`config.mk`:
```
export PLATFORM = sky130hd
export DESIGN_NAME = audit_log_stream_parser_unit_flat
export DESIGN_NICKNAME = d
export VERILOG_FILES = /design/src/rtl/alsp_pkg.sv /design/src/rtl/alsp_if.sv /design/src/rtl/audit_log_stream_parser_unit.sv /design/src/rtl/alsp_in_reg.sv /design/src/rtl/alsp_step.sv /design/src/rtl/alsp_out_reg.sv /design/src/flat_wrapper.sv
export SDC_FILE = /design/constraint.sdc
export NUM_CORES = 1
export LEC_CHECK = 0
export BUFFER_PORTS_ARGS = -buffer_cell sky130_fd_sc_hd__buf_2
export CAP_MARGIN = 20
export CORE_ASPECT_RATIO = 0.9
export CORE_MARGIN = 4
export CORE_UTILIZATION = 55
export CTS_CLUSTER_SIZE = 40
export DETAILED_ROUTE_END_ITERATION = 12
export GPL_ROUTABILITY_DRIVEN = 0
export HOLD_SLACK_MARGIN = 0.03
export PLACE_DENSITY = 0.77
export SETUP_SLACK_MARGIN = 0.15
export SYNTH_ARGS = -nofsm -noshare
export SYNTH_HDL_FRONTEND = slang
export SYNTH_HIERARCHICAL = 1
export SYNTH_SLANG_ARGS = --single-unit
export TNS_END_PERCENT = 30
```
`constraint.sdc`:
```
create_clock -name i_clk -period 6.6 [get_ports i_clk]
set_clock_uncertainty 0.2 [all_clocks]
set_input_delay 0.66 -clock i_clk [delete_from_list [all_inputs] [get_ports i_clk]]
set_output_delay 0.66 -clock i_clk [all_outputs]
set_load 0.05 [all_outputs]
```
`src/rtl/alsp_pkg.sv`:
```
// Shared types, phase codes and constants of the audit log stream parser.
package alsp_pkg;

    localparam int unsigned CFG_IDX_W  = 1;
    localparam int unsigned CFG_DATA_W = 32;

    // Configuration register indexes
    localparam logic [CFG_IDX_W-1:0] REG_SEGMENT_LIMIT = 1'd0;
    localparam logic [CFG_IDX_W-1:0] REG_RECORD_LIMIT  = 1'd1;

    localparam logic [31:0] SEGMENT_LIMIT_RST = 32'd1000000;
    localparam logic [15:0] RECORD_LIMIT_RST  = 16'd4096;

    // Parse phases; the field phases double as the field_kind codes
    localparam logic [3:0] PH_SEGCOUNT = 4'd0;
    localparam logic [3:0] PH_SEGSEQ   = 4'd1;
    localparam logic [3:0] PH_PREVHASH = 4'd2;
    localparam logic [3:0] PH_SEGHASH  = 4'd3;
    localparam logic [3:0] PH_RECCOUNT = 4'd4;
    localparam logic [3:0] PH_RECSEQ   = 4'd5;
    localparam logic [3:0] PH_TIME     = 4'd6;
    localparam logic [3:0] PH_REASON   = 4'd7;
    localparam logic [3:0] PH_EVIDENCE = 4'd8;
    localparam logic [3:0] PH_CORR     = 4'd9;
    localparam logic [3:0] PH_MAGIC    = 4'd10;
    localparam logic [3:0] PH_DONE     = 4'd11;

    localparam logic [3:0] DIGEST_WORDS = 4'd4;
    localparam logic [3:0] CORR_WORDS   = 4'd9;

    // "AISHAD02"
    localparam logic [7:0] MAGIC_BYTES [8] = '{
        8'h41, 8'h49, 8'h53, 8'h48, 8'h41, 8'h44, 8'h30, 8'h32
    };

    typedef struct packed {
        logic [7:0] data_byte;
        logic       last_byte;
    } t_byte_item;

    typedef struct packed {
        logic [3:0]  field_kind;
        logic [3:0]  word_index;
        logic [63:0] word_value;
        logic        verdict;
        logic        status;
    } t_result;

endpackage

```
`src/rtl/alsp_if.sv`:
```
// Valid/ready stream interfaces for the byte input and the field result channels.
interface alsp_byte_if;
    logic       valid;
    logic       ready;
    logic [7:0] data_byte;
    logic       last_byte;

    modport source (output valid, output data_byte, output last_byte, input ready);
    modport sink   (input valid, input data_byte, input last_byte, output ready);
endinterface

interface alsp_field_if;
    logic        valid;
    logic        ready;
    logic [3:0]  field_kind;
    logic [3:0]  word_index;
    logic [63:0] word_value;
    logic        verdict;
    logic        status;

    modport source (output valid, output field_kind, output word_index,
                    output word_value, output verdict, output status, input ready);
    modport sink   (input valid, input field_kind, input word_index,
                    input word_value, input verdict, input status, output ready);
endinterface

```
`src/rtl/audit_log_stream_parser_unit.sv`:
```
// Audit log stream parser: byte-serial log parser with field and verdict results.
// Usage:
//   i_byte carries one log byte per transfer, last_byte set on the buffer's final byte.
//   o_field carries results: every finished field word (64-bit, the reason word 32-bit; digest and correlation
//   words with their word_index) and one verdict per buffer (verdict = 1, status 1 on
//   malformed input). A word that finishes on a verdict byte rides on the verdict.
//   Many bytes produce no result at all.
//   Configuration: i_cfg_we / i_cfg_idx / i_cfg_data write segment_limit (index 0)
//   and record_limit (index 1); write only while the parser is idle.
// Timing:
//   One byte per cycle sustained while o_field is not stalled. A byte is parsed while it sits
//   in the input register, and its result is loaded into the result register that drives
//   o_field. The single step of the parse state (byte lane insert, limit compare, counter
//   decrement) sets the rate.
// Reset:
//   i_rst_n low (synchronous) empties both registers, restarts at the magic check and
//   loads the default limits (1000000 segments, 4096 records).
// Back-pressure:
//   While o_field is stalled the result register holds; an empty input register takes
//   one more byte, then i_byte.ready drops until the result drains.
module audit_log_stream_parser_unit (
    input  logic                             i_clk,
    input  logic                             i_rst_n,
    alsp_byte_if.sink                        i_byte,
    alsp_field_if.source                     o_field,
    input  logic                             i_cfg_we,
    input  logic [alsp_pkg::CFG_IDX_W-1:0]   i_cfg_idx,
    input  logic [alsp_pkg::CFG_DATA_W-1:0]  i_cfg_data
);
    import alsp_pkg::*;

    logic [31:0] r_seg_limit;
    logic [15:0] r_rec_limit;

    logic       w_in_valid;
    t_byte_item w_item;
    logic       w_out_free;
    logic       w_fire;
    logic       w_res_valid;
    t_result    w_res;

    // Configuration registers
    always_ff @(posedge i_clk) begin
        if (!i_rst_n) begin
            r_seg_limit <= SEGMENT_LIMIT_RST;
            r_rec_limit <= RECORD_LIMIT_RST;
        end else if (i_cfg_we) begin
            case (i_cfg_idx)
                REG_SEGMENT_LIMIT: r_seg_limit <= i_cfg_data[31:0];
                REG_RECORD_LIMIT:  r_rec_limit <= i_cfg_data[15:0];
                default: ;
            endcase
        end
    end

    // Advance a byte whenever the result register can take what it produces
    assign w_fire = w_in_valid && w_out_free;

    alsp_in_reg u_in_reg (
        .i_clk   (i_clk),
        .i_rst_n (i_rst_n),
        .i_byte  (i_byte),
        .i_pop   (w_fire),
        .o_valid (w_in_valid),
        .o_item  (w_item)
    );

    alsp_step u_step (
        .i_clk       (i_clk),
        .i_rst_n     (i_rst_n),
        .i_fire      (w_fire),
        .i_item      (w_item),
        .i_seg_limit (r_seg_limit),
        .i_rec_limit (r_rec_limit),
        .o_res_valid (w_res_valid),
        .o_res       (w_res)
    );

    alsp_out_reg u_out_reg (
        .i_clk   (i_clk),
        .i_rst_n (i_rst_n),
        .i_load  (w_fire && w_res_valid),
        .i_res   (w_res),
        .o_free  (w_out_free),
        .o_field (o_field)
    );

`ifndef NO_ASSERTIONS
    // A plain field result never carries a malformed status
    a_status_on_verdict: assert property (@(posedge i_clk) disable iff (!i_rst_n)
        (o_field.valid && !o_field.verdict) |-> !o_field.status)
        else $error("status set on a non-verdict result");

    // Only digest and correlation words carry a word index
    a_index_kind: assert property (@(posedge i_clk) disable iff (!i_rst_n)
        (o_field.valid && (o_field.word_index != 4'd0)) |->
        ((o_field.field_kind == PH_PREVHASH) || (o_field.field_kind == PH_SEGHASH) ||
         (o_field.field_kind == PH_EVIDENCE) || (o_field.field_kind == PH_CORR)))
        else $error("word index on a scalar field");

    // Full input register behind a stalled result blocks the input side
    a_stall_blocks_input: assert property (@(posedge i_clk) disable iff (!i_rst_n)
        (o_field.valid && !o_field.ready && w_in_valid) |-> !i_byte.ready)
        else $error("input accepted while both registers are full");
`endif
endmodule

```
`src/rtl/alsp_in_reg.sv`:
```
// Input register of the parser: holds one byte transfer until the step logic takes it.
module alsp_in_reg (
    input  logic                i_clk,
    input  logic                i_rst_n,
    alsp_byte_if.sink           i_byte,
    input  logic                i_pop,
    output logic                o_valid,
    output alsp_pkg::t_byte_item o_item
);
    import alsp_pkg::*;

    logic       r_valid;
    logic       n_valid;
    t_byte_item r_item;
    logic       w_take;

    assign i_byte.ready = !r_valid || i_pop;
    assign w_take       = i_byte.valid && i_byte.ready;

    always_comb begin
        n_valid = r_valid;
        if (w_take) begin
            n_valid = 1'b1;
        end else if (i_pop) begin
            n_valid = 1'b0;
        end
    end

    always_ff @(posedge i_clk) begin
        if (!i_rst_n) begin
            r_valid <= 1'b0;
        end else begin
            r_valid <= n_valid;
        end
    end

    always_ff @(posedge i_clk) begin
        if (w_take) begin
            r_item.data_byte <= i_byte.data_byte;
            r_item.last_byte <= i_byte.last_byte;
        end
    end

    assign o_valid = r_valid;
    assign o_item  = r_item;
endmodule

```
`src/rtl/alsp_step.sv`:
```
// Parse state and the single-pass step logic that turns one byte into at most one result.
module alsp_step (
    input  logic                 i_clk,
    input  logic                 i_rst_n,
    input  logic                 i_fire,
    input  alsp_pkg::t_byte_item i_item,
    input  logic [31:0]          i_seg_limit,
    input  logic [15:0]          i_rec_limit,
    output logic                 o_res_valid,
    output alsp_pkg::t_result    o_res
);
    import alsp_pkg::*;

    logic [3:0]  r_phase, n_phase;
    logic [2:0]  r_bif, n_bif;
    logic [3:0]  r_wcnt, n_wcnt;
    logic [63:0] r_acc, n_acc;
    logic [31:0] r_segs, n_segs;
    logic [15:0] r_recs, n_recs;
    logic        r_drop, n_drop;

    logic [63:0] w_word;
    logic [31:0] w_segs_dec;
    logic [15:0] w_recs_dec;
    logic [3:0]  w_wnext;
    logic        w_done_word;
    logic        w_err;
    logic        w_emit;
    logic        w_last;

    assign w_segs_dec = r_segs - 32'd1;
    assign w_recs_dec = r_recs - 16'd1;
    assign w_wnext    = r_wcnt + 4'd1;
    assign w_last     = i_item.last_byte;

    always_comb begin
        w_word = r_acc;
        w_word[{r_bif, 3'b000} +: 8] = i_item.data_byte;
    end

    assign w_done_word = (r_phase == PH_REASON) ? (r_bif == 3'd3) : (r_bif == 3'd7);

    always_comb begin
        n_phase     = r_phase;
        n_bif       = r_bif;
        n_wcnt      = r_wcnt;
        n_acc       = r_acc;
        n_segs      = r_segs;
        n_recs      = r_recs;
        n_drop      = r_drop;
        w_err       = 1'b0;
        w_emit      = 1'b0;
        o_res       = '0;
        o_res_valid = 1'b0;

        if (r_drop) begin
            // drop bytes until the buffer ends
            if (w_last) begin
                n_drop  = 1'b0;
                n_phase = PH_MAGIC;
                n_bif   = 3'd0;
                n_wcnt  = 4'd0;
                n_acc   = '0;
                n_segs  = '0;
                n_recs  = '0;
            end
        end else begin
            if (r_phase == PH_MAGIC) begin
                if (i_item.data_byte != MAGIC_BYTES[r_bif]) begin
                    w_err = 1'b1;
                end else if (r_bif == 3'd7) begin
                    n_bif   = 3'd0;
                    n_acc   = '0;
                    n_phase = PH_SEGCOUNT;
                end else begin
                    n_bif = r_bif + 3'd1;
                end
            end else if (r_phase >= PH_DONE) begin
                w_err = 1'b1;
            end else if (!w_done_word) begin
                n_bif = r_bif + 3'd1;
                n_acc = w_word;
            end else begin
                w_emit               = 1'b1;
                o_res.field_kind     = r_phase;
                o_res.word_value     = w_word;
                n_acc                = '0;
                n_bif                = 3'd0;
                case (r_phase)
                    PH_PREVHASH, PH_SEGHASH, PH_EVIDENCE, PH_CORR: begin
                        o_res.word_index = r_wcnt;
                    end
                    default: begin
                        o_res.word_index = 4'd0;
                    end
                endcase
                case (r_phase)
                    PH_SEGCOUNT: begin
                        if (w_word > {32'd0, i_seg_limit}) begin
                            w_err = 1'b1;
                        end else begin
                            n_segs  = w_word[31:0];
                            n_phase = (w_word[31:0] != 32'd0) ? PH_SEGSEQ : PH_DONE;
                        end
                    end
                    PH_SEGSEQ: begin
                        n_phase = PH_PREVHASH;
                        n_wcnt  = 4'd0;
                    end
                    PH_PREVHASH, PH_SEGHASH, PH_EVIDENCE: begin
                        n_wcnt = w_wnext;
                        if (w_wnext >= DIGEST_WORDS) begin
                            n_wcnt = 4'd0;
                            case (r_phase)
                                PH_PREVHASH: n_phase = PH_SEGHASH;
                                PH_SEGHASH:  n_phase = PH_RECCOUNT;
                                default:     n_phase = PH_CORR;
                            endcase
                        end
                    end
                    PH_RECCOUNT: begin
                        if (w_word > {48'd0, i_rec_limit}) begin
                            w_err = 1'b1;
                        end else begin
                            n_recs = w_word[15:0];
                            if (w_word[15:0] != 16'd0) begin
                                n_phase = PH_RECSEQ;
                            end else begin
                                n_segs  = w_segs_dec;
                                n_phase = (w_segs_dec != 32'd0) ? PH_SEGSEQ : PH_DONE;
                            end
                        end
                    end
                    PH_RECSEQ: begin
                        n_phase = PH_TIME;
                    end
                    PH_TIME: begin
                        n_phase = PH_REASON;
                    end
                    PH_REASON: begin
                        n_phase = PH_EVIDENCE;
                        n_wcnt  = 4'd0;
                    end
                    default: begin
                        // correlation words close the record after the ninth
                        n_wcnt = w_wnext;
                        if (w_wnext >= CORR_WORDS) begin
                            n_wcnt = 4'd0;
                            n_recs = w_recs_dec;
                            if (w_recs_dec != 16'd0) begin
                                n_phase = PH_RECSEQ;
                            end else begin
                                n_segs  = w_segs_dec;
                                n_phase = (w_segs_dec != 32'd0) ? PH_SEGSEQ : PH_DONE;
                            end
                        end
                    end
                endcase
            end

            if (w_err || w_last) begin
                o_res_valid   = 1'b1;
                o_res.verdict = 1'b1;
                o_res.status  = w_err || (n_phase != PH_DONE);
                if (w_err && !w_last) begin
                    n_drop = 1'b1;
                end
                n_phase = PH_MAGIC;
                n_bif   = 3'd0;
                n_wcnt  = 4'd0;
                n_acc   = '0;
                n_segs  = '0;
                n_recs  = '0;
            end else begin
                o_res_valid = w_emit;
            end
        end
    end

    always_ff @(posedge i_clk) begin
        if (!i_rst_n) begin
            r_phase <= PH_MAGIC;
            r_bif   <= 3'd0;
            r_wcnt  <= 4'd0;
            r_acc   <= '0;
            r_segs  <= '0;
            r_recs  <= '0;
            r_drop  <= 1'b0;
        end else if (i_fire) begin
            r_phase <= n_phase;
            r_bif   <= n_bif;
            r_wcnt  <= n_wcnt;
            r_acc   <= n_acc;
            r_segs  <= n_segs;
            r_recs  <= n_recs;
            r_drop  <= n_drop;
        end
    end
endmodule

```
`src/rtl/alsp_out_reg.sv`:
```
// Result register: holds one field result until the receiver takes the transfer.
module alsp_out_reg (
    input  logic              i_clk,
    input  logic              i_rst_n,
    input  logic              i_load,
    input  alsp_pkg::t_result i_res,
    output logic              o_free,
    alsp_field_if.source      o_field
);
    import alsp_pkg::*;

    logic    r_valid;
    logic    n_valid;
    t_result r_res;

    assign o_free = !r_valid || o_field.ready;

    always_comb begin
        n_valid = r_valid;
        if (i_load) begin
            n_valid = 1'b1;
        end else if (o_field.ready) begin
            n_valid = 1'b0;
        end
    end

    always_ff @(posedge i_clk) begin
        if (!i_rst_n) begin
            r_valid <= 1'b0;
        end else begin
            r_valid <= n_valid;
        end
    end

    always_ff @(posedge i_clk) begin
        if (i_load) begin
            r_res <= i_res;
        end
    end

    assign o_field.valid      = r_valid;
    assign o_field.field_kind = r_res.field_kind;
    assign o_field.word_index = r_res.word_index;
    assign o_field.word_value = r_res.word_value;
    assign o_field.verdict    = r_res.verdict;
    assign o_field.status     = r_res.status;
endmodule
```
`src/flat_wrapper.sv`:
```
// flat-port wrapper written by rule: the top's interface ports become plain ports
module audit_log_stream_parser_unit_flat import alsp_pkg::*;
  (i_clk, i_rst_n, i_cfg_we, i_cfg_idx, i_cfg_data, i_byte_valid, i_byte_data_byte, i_byte_last_byte, i_byte_ready, o_field_valid, o_field_field_kind, o_field_word_index, o_field_word_value, o_field_verdict, o_field_status, o_field_ready);
  alsp_byte_if i_byte_i ();
  alsp_field_if o_field_i ();
  input  logic i_clk;
  input  logic i_rst_n;
  input  logic i_cfg_we;
  input  logic [alsp_pkg::CFG_IDX_W-1:0] i_cfg_idx;
  input  logic [alsp_pkg::CFG_DATA_W-1:0] i_cfg_data;
  input wire logic [$bits(i_byte_i.valid)-1:0] i_byte_valid;
  input wire logic [$bits(i_byte_i.data_byte)-1:0] i_byte_data_byte;
  input wire logic [$bits(i_byte_i.last_byte)-1:0] i_byte_last_byte;
  output wire logic [$bits(i_byte_i.ready)-1:0] i_byte_ready;
  output wire logic [$bits(o_field_i.valid)-1:0] o_field_valid;
  output wire logic [$bits(o_field_i.field_kind)-1:0] o_field_field_kind;
  output wire logic [$bits(o_field_i.word_index)-1:0] o_field_word_index;
  output wire logic [$bits(o_field_i.word_value)-1:0] o_field_word_value;
  output wire logic [$bits(o_field_i.verdict)-1:0] o_field_verdict;
  output wire logic [$bits(o_field_i.status)-1:0] o_field_status;
  input wire logic [$bits(o_field_i.ready)-1:0] o_field_ready;
  assign i_byte_i.valid = i_byte_valid;
  assign i_byte_i.data_byte = i_byte_data_byte;
  assign i_byte_i.last_byte = i_byte_last_byte;
  assign i_byte_ready = i_byte_i.ready;
  assign o_field_valid = o_field_i.valid;
  assign o_field_field_kind = o_field_i.field_kind;
  assign o_field_word_index = o_field_i.word_index;
  assign o_field_word_value = o_field_i.word_value;
  assign o_field_verdict = o_field_i.verdict;
  assign o_field_status = o_field_i.status;
  assign o_field_i.ready = o_field_ready;
  audit_log_stream_parser_unit u_core (.i_clk(i_clk), .i_rst_n(i_rst_n), .i_byte(i_byte_i), .o_field(o_field_i), .i_cfg_we(i_cfg_we), .i_cfg_idx(i_cfg_idx), .i_cfg_data(i_cfg_data));
endmodule
```
==> metrics.md, run 1 <==
| Metric | Value |
|---|---|
| Status | `completed` |
| Power density cells | `214.7 nW/um^2` |
| Share of layout cells above drive strength 1 | `13.42%` |
| DP Worst Slack | `494.0 ps` |
| Clock Tree Root | `clkbuf_16` |
| DRC violation total after the first TritonRoute iteration | `2,088` |
| Post-DP HPWL | `32,960 um` |
| Drt drc | `0` |
| Die Ht | `167.3 um` |
| Lkg Pwr | `0.006831 uW` |
| Final Routed Wirelength | `47,910 um` |
| Port buffer count | `122` |
| Routed vias/inst | `6.537` |
| Worst relative slew slack | `25.38%` |
| Util after Layout | `62.51%` |
| Post-synth top area share | `22.45%` |
| FP Rows | `58` |
| Core ar. | `27,870 um^2` |
| Largest area contributor in the netlist | `dfxtp_1` |
| Global-route wire length before repair | `75,050 um` |
| Least-Margin Pin Slew | `1119 ps` |
| Initial Utilization | `55.68%` |
| Antenna violations before repair | `0` |
| Max Fclk | `158.5 MHz` |
| Hold Buf Count CTS | `0` |
| Post-CTS setup buffer count | `0` |
| Most common cell in the netlist | `nand2_1` |
| Vias in the first global route | `14,128` |
| ANT cells | `0` |
| Syn Nets | `1,977` |
| Max-slew violation total from the final report | `0` |
| Req. time, crit path | `6890 ps` |
| Setup TNS Final | `0 ps` |
| Cts bufs inserted | `28` |
| Endpoints failing hold | `0` |
| Post-synthesis average cell area | `8.310 um^2` |
| Resized Gates After CTS | `0` |
| Gr usage total | `29.39%` |
| EDFF count, synth | `83` |
| Total gr overflow | `0` |
| Mapped Cells | `1,867` |
| Die area | `30,960 um^2` |
| Pin count of the biggest net entering global routing | `100` |
| DR vias | `15,113` |
| # IOs | `123` |
| Drt first pass iters | `6` |
| Count of different cell masters after synthesis | `93` |
| Area Overhead vs Synth | `12.28%` |
| Worst vdd ir | `0.0001930 V` |
| Leading post-synthesis cells by cell area | `dfxtp_1, edfxtp_1, nand2_1, mux2i_1, ha_1` |
| Reg clk slew, reported paths | `80 ps` |
| Final worst slack | `289.5 ps` |
| Register area share after synthesis | `38.52%` |
| WL/cell | `20.72 um` |
| Synth Cell Area | `15,510 um^2` |
| Async SR Flop Fraction | `0%` |
| CP Max Fanout | `14` |
| Min Clock Period, post-route | `6311 ps` |
| CP Data Arrival Time | `6610 ps` |
| Startpoint types | `flip-flop` |
| Ys flop type | `dfxtp_1` |
| Die Span X | `185.0 um` |
| Clk_lat worst skew | `570 ps` |
| Final net count | `2,040` |
| RSZ-0062 raised after global routing | `yes` |
| CTS tree | `done` |
| Worst Hold Class | `in2reg` |
| CTS H-Tree Depth | `1` |
| Number of synthesized register bits | `257` |
| Clock buffer depth | `3` |
| Worst setup EP type | `flip-flop` |
| Filler cells | `2,327` |
| Final ANT Viol Nets | `0` |
| Critical path class | `reg2reg` |
| Clock tree sinks | `257` |
| Setup violators final | `0` |
| # Max-Cap Violations | `0` |
| Post-synth top cells | `nand2_1, dfxtp_1, nor2_1` |
| Fin crit share | `95.61%` |
| Synth warn | `6` |
-- critical path, stage by stage (launching register included) --
cell and delay (ps):
dfxtp_1 680, inv_1 170, ha_1 260, ha_1 510, nor2_1 90, nand3_1 270
mux2i_1 430, inv_1 200, ha_1 350, a41oi_1 200, o21ai_0 140, a221o_1 360
o31a_1 270, o21ai_0 510, a21boi_1 190, buf_4 200, or3_1 410, o22ai_2 520
a221o_1 270
-- worst paths after layout --
check	slack [ps]	from	endpoint	depth (start not counted)
worst max-delay path	290	u_core/u_step/r_bif[1]	u_core/u_step/r_segs[22]	18
worst min-delay path	70	i_byte_data_byte[7]	u_core/u_in_reg/o_item[8]	1
worst max register to register	290	u_core/u_step/r_bif[1]	u_core/u_step/r_segs[22]	18
worst min register to register	260	u_core/r_rec_limit[6]	u_core/r_rec_limit[6]	2
-- final cells by class --
cell class	count	area, um^2	area share, %
Clock buffer	32	757.0	4.345
Timing Repair Buffer	172	1025	5.882
Sequential cell	257	5976	34.30
Multi-Input combinational cell	1376	8603	49.39
Tap cell	360	450.4	2.586
Clock inverter	20	252.7	1.451
Inverter	95	356.6	2.047
-- per-layer routing --
layer	vias to the layer above	routed length, um	global-route usage [%]
met3	189	5388	5.626
met1	7070	18740	40.34
li1	6885	-	-
met5	-	0	0
met2	969	21760	45.88
met4	0	2021	11.68
-- metrics by stage --
| stage | hold WS [ps] | instances | total power [uW] | instance area (um^2) |
|---|---|---|---|---|
| 2_1_floorplan | 228.4 | 1867 | 1954 | 15520 |
| 3_3_place_gp | 240.9 | 2258 | 2042 | 16380 |
| 3_5_place_dp | 239.3 | 2258 | 2051 | 16380 |
| 4_1_cts | 53.15 | 2310 | 3740 | 17390 |
| 5_1_grt | 50.60 | 2312 | 3841 | 17420 |
| 6_report | 66.64 | 2312 | 3741 | 17420 |
-- state kept, by name (all words and copies together), names as in the netlist --
name and flops:
u_core/u_in_reg/o_valid 1, u_core/u_step/r_wcnt 4, u_core/u_out_reg/o_field.word_index 4, u_core/u_out_reg/o_field.word_value 64, u_core/u_in_reg/o_item 9, u_core/u_out_reg/o_field.verdict 1
u_core/r_rec_limit 16, u_core/u_step/r_drop 1, u_core/u_out_reg/o_field.status 1, u_core/u_out_reg/o_field.valid 1, u_core/u_step/r_recs 16, u_core/u_step/r_bif 3
u_core/u_out_reg/o_field.field_kind 4, u_core/u_step/r_phase 4, u_core/u_step/r_acc 64, u_core/r_seg_limit 32, u_core/u_step/r_segs 32
-- kinds of logic (layout without fill, tap and decap cells) --
logic type,after synthesis,after routing,share of synthesized area [%]
adders and majority gates,63,63,5.081
xor gates and xnor gates,27,27,1.524
and+or+nand+nor,784,785,24.70
buffers and inverters,235,319,6.298
muxes,95,95,6.161
DFF,257,257,38.52
AOI/OAI and AO/OA,406,406,17.72
-- cells in the final DEF, fill, tap and decap left out, types with 33 or more instances in the layout --
cell type	n
nor2_1	146
ha_1	63
mux2i_1	91
dfxtp_1	174
inv_1	94
a21oi_1	117
nor2b_1	34
o21ai_0	69
nor4_1	33
nand2_1	261
buf_4	48
nor3_1	52
edfxtp_1	83
nand4_1	45
buf_2	121
nand3_1	95
-- report_power, final --
| part | switching, uW | internal, uW | total [uW] | leakage, uW |
|---|---|---|---|---|
| clock | 692 | 1020 | 1720 | 0.000495 |
| combinational | 232 | 92.7 | 324 | 0.00408 |
| sequential | 30.4 | 1670 | 1700 | 0.00226 |
No activity file was read; power rests on OpenSTA's default activity.
==> run 2, diff against run 1 <==
Settings changed: BUFFER_PORTS_ARGS -buffer_cell sky130_fd_sc_hd__buf_2 to unset, CORE_UTILIZATION 55 to 59, DONT_BUFFER_PORTS set to 1, PLACE_DENSITY 0.77 to 0.78.
==> run 2 against run 1 <==
  * Highest routed layer unchanged
  * Hold slack got worse by 29 ps
  * Critical path type unchanged
  * Utilization up 1.8 points
  * Largest power group is now sequential cells
  * Fmax is 3.0% higher
  * Global-route usage increased by 1.7 points
==> metrics.md, run 2 (synthesized netlist as in run 1, its figures left out) <==
| Metric | Value |
|---|---|
| WL met2 | `21,240 um` |
| Drt first pass iters | `7` |
| Placed Instance Area | `15,680 um^2` |
| Drt drc | `0` |
| Fin crit share | `92.86%` |
| RSZ-0062 raised after global routing | `no` |
| Worst relative slew slack | `31.35%` |
| Placed cells | `2,115` |
| Critical path class | `reg2reg` |
| Share of layout cells above drive strength 1 | `6.601%` |
| Layout Cells excl Fill | `2,182` |
| Startpoint types | `flip-flop` |
| Port buffer count | `0` |
| Core ar. | `25,990 um^2` |
| Storage cell area | `5977 um^2` |
| Area Overhead vs Synth | `7.750%` |
| Filler cells | `2,127` |
| Most frequent cells in the layout | `nand2_1, dfxtp_1, nor2_1` |
| Clock Tree Root | `clkbuf_16` |
| DR WL met3 | `5006 um` |
| Global-route wire length before repair | `72,970 um` |
| Routed vias/inst | `6.666` |
| DP Worst Slack | `238.2 ps` |
| # IOs | `123` |
| CTS H-Tree Depth | `1` |
| Clock buffer depth | `3` |
| Final ANT Viol Nets | `0` |
| Final Routed Wirelength | `47,050 um` |
| Reg clk slew, reported paths | `60 ps` |
| Lkg Pwr | `0.006229 uW` |
| Req. time, crit path | `6830 ps` |
| Area of the multi-input gates | `8603 um^2` |
| FP Rows | `56` |
| Top layer in use | `met4` |
| Power density cells | `208.1 nW/um^2` |
| Final instance area | `16,720 um^2` |
| Least-Margin Pin Slew | `1030 ps` |
| Worst setup EP type | `flip-flop` |
| Clock tree sinks | `257` |
| Worst r2r src | `u_core/u_step/r_bif[1]` |
| Setup violators final | `0` |
| WL/cell | `21.56 um` |
| Clk_lat worst skew | `570 ps` |
| Cts bufs inserted | `28` |
| Hold WS | `37.23 ps` |
| Die Ht | `161.8 um` |
| # Max-Cap Violations | `0` |
| Worst vdd ir | `0.0001802 V` |
| Initial Utilization | `59.68%` |
| Met1 wire length | `18,880 um` |
| Post-CTS setup buffer count | `0` |
| Final net count | `1,921` |
| DR vias | `14,545` |
| CTS tree | `done` |
| Commonest non-fill, non-tap cell in the layout | `nand2_1` |
| Status | `completed` |
| Die area | `28,960 um^2` |
| Max Fclk | `163.2 MHz` |
| Endpoints failing hold | `0` |
| R2r setup slk | `470 ps` |
| Pin count of the biggest net entering global routing | `228` |
| Setup TNS Final | `0 ps` |
| Post-DP HPWL | `31,860 um` |
| Final worst slack | `471.0 ps` |
| Total gr overflow | `0` |
| Hold path startpoint | `i_cfg_data[20]` |
| Worst Hold Class | `in2reg` |
| Crit. Startpoint | `u_core/u_step/r_bif[1]` |
| DRC violation total after the first TritonRoute iteration | `2,060` |
| Antenna violations before repair | `1` |
| CP Max Fanout | `14` |
| CP Data Arrival Time | `6360 ps` |
| Gr usage total | `31.04%` |
| Die Span X | `178.9 um` |
| Vias in the first global route | `13,569` |
| Max-slew violation total from the final report | `0` |
| Min Clock Period, post-route | `6129 ps` |
[run 2: cell count changes in the layout (fill, tap and decap cells not counted), moves of 3 or more]
cell	before	now
bufinv_16	5	1
clkbuf_1	1	7
clkinv_1	1	5
buf_2	121	0
dlygate4sd3_1	0	13
buf_4	48	39
clkinv_2	8	5
[run 2: routing by layer]
layer	up-vias	global-route usage [%]
li1	6649	-
met1	6825	43.52
met3	168	5.073
met5	-	0
met2	903	48.43
met4	0	11.55
[run 2: through the flow]
step                      power, uW  util, %
after floorplan                1954        -
after global placement         1989    60.31
after detailed placement       1997    60.31
after CTS                      3487    64.16
after global routing           3576    64.30
final                          3479    64.31
[run 2: path summary, 6_finish.rpt]
check / end / cells past startpoint
hold / removal: u_core/r_seg_limit[20] / 2
setup / recovery: u_core/u_step/r_segs[22] / 17
hold reg to reg: u_core/r_seg_limit[29] / 2
setup reg to reg: u_core/u_step/r_segs[22] / 17
[run 2: repair_timing]
action                                  in CTS  in global routing
endpoints found under the hold margin       22                  0
endpoints found under the setup margin       0                190
resized for setup                            0                  3
hold buffers                                13                  0
[run 2: report_power, final]
group | switching, uW | internal (uW)
clock | 655 | 844
sequential | 93.2 | 1670
combinational | 138 | 75.4
[run 2: area by class of cell]
class / count / share of cell area [%]
Tap cell: 348 / 2.605
Sequential cell: 257 / 35.75
Clock buffer: 37 / 4.513
Timing Repair Buffer: 54 / 2.814
Multi-Input combinational cell: 1375 / 51.46
Clock inverter: 15 / 0.7035
Inverter: 95 / 2.133
Antenna cell: 1 / 0.01497
[run 2: critical path, cell delays in order, from the launching register on]
cell,delay (ps)
dfxtp_1,680
inv_1,180
ha_1,260
ha_1,440
nor2_1,160
nand3_1,410
mux2i_1,410
inv_1,170
ha_1,340
a41oi_1,190
o21ai_0,120
a221o_1,360
o31a_1,270
o21ai_1,380
nand2_1,230
a211oi_4,510
o22ai_4,260
a221o_1,410
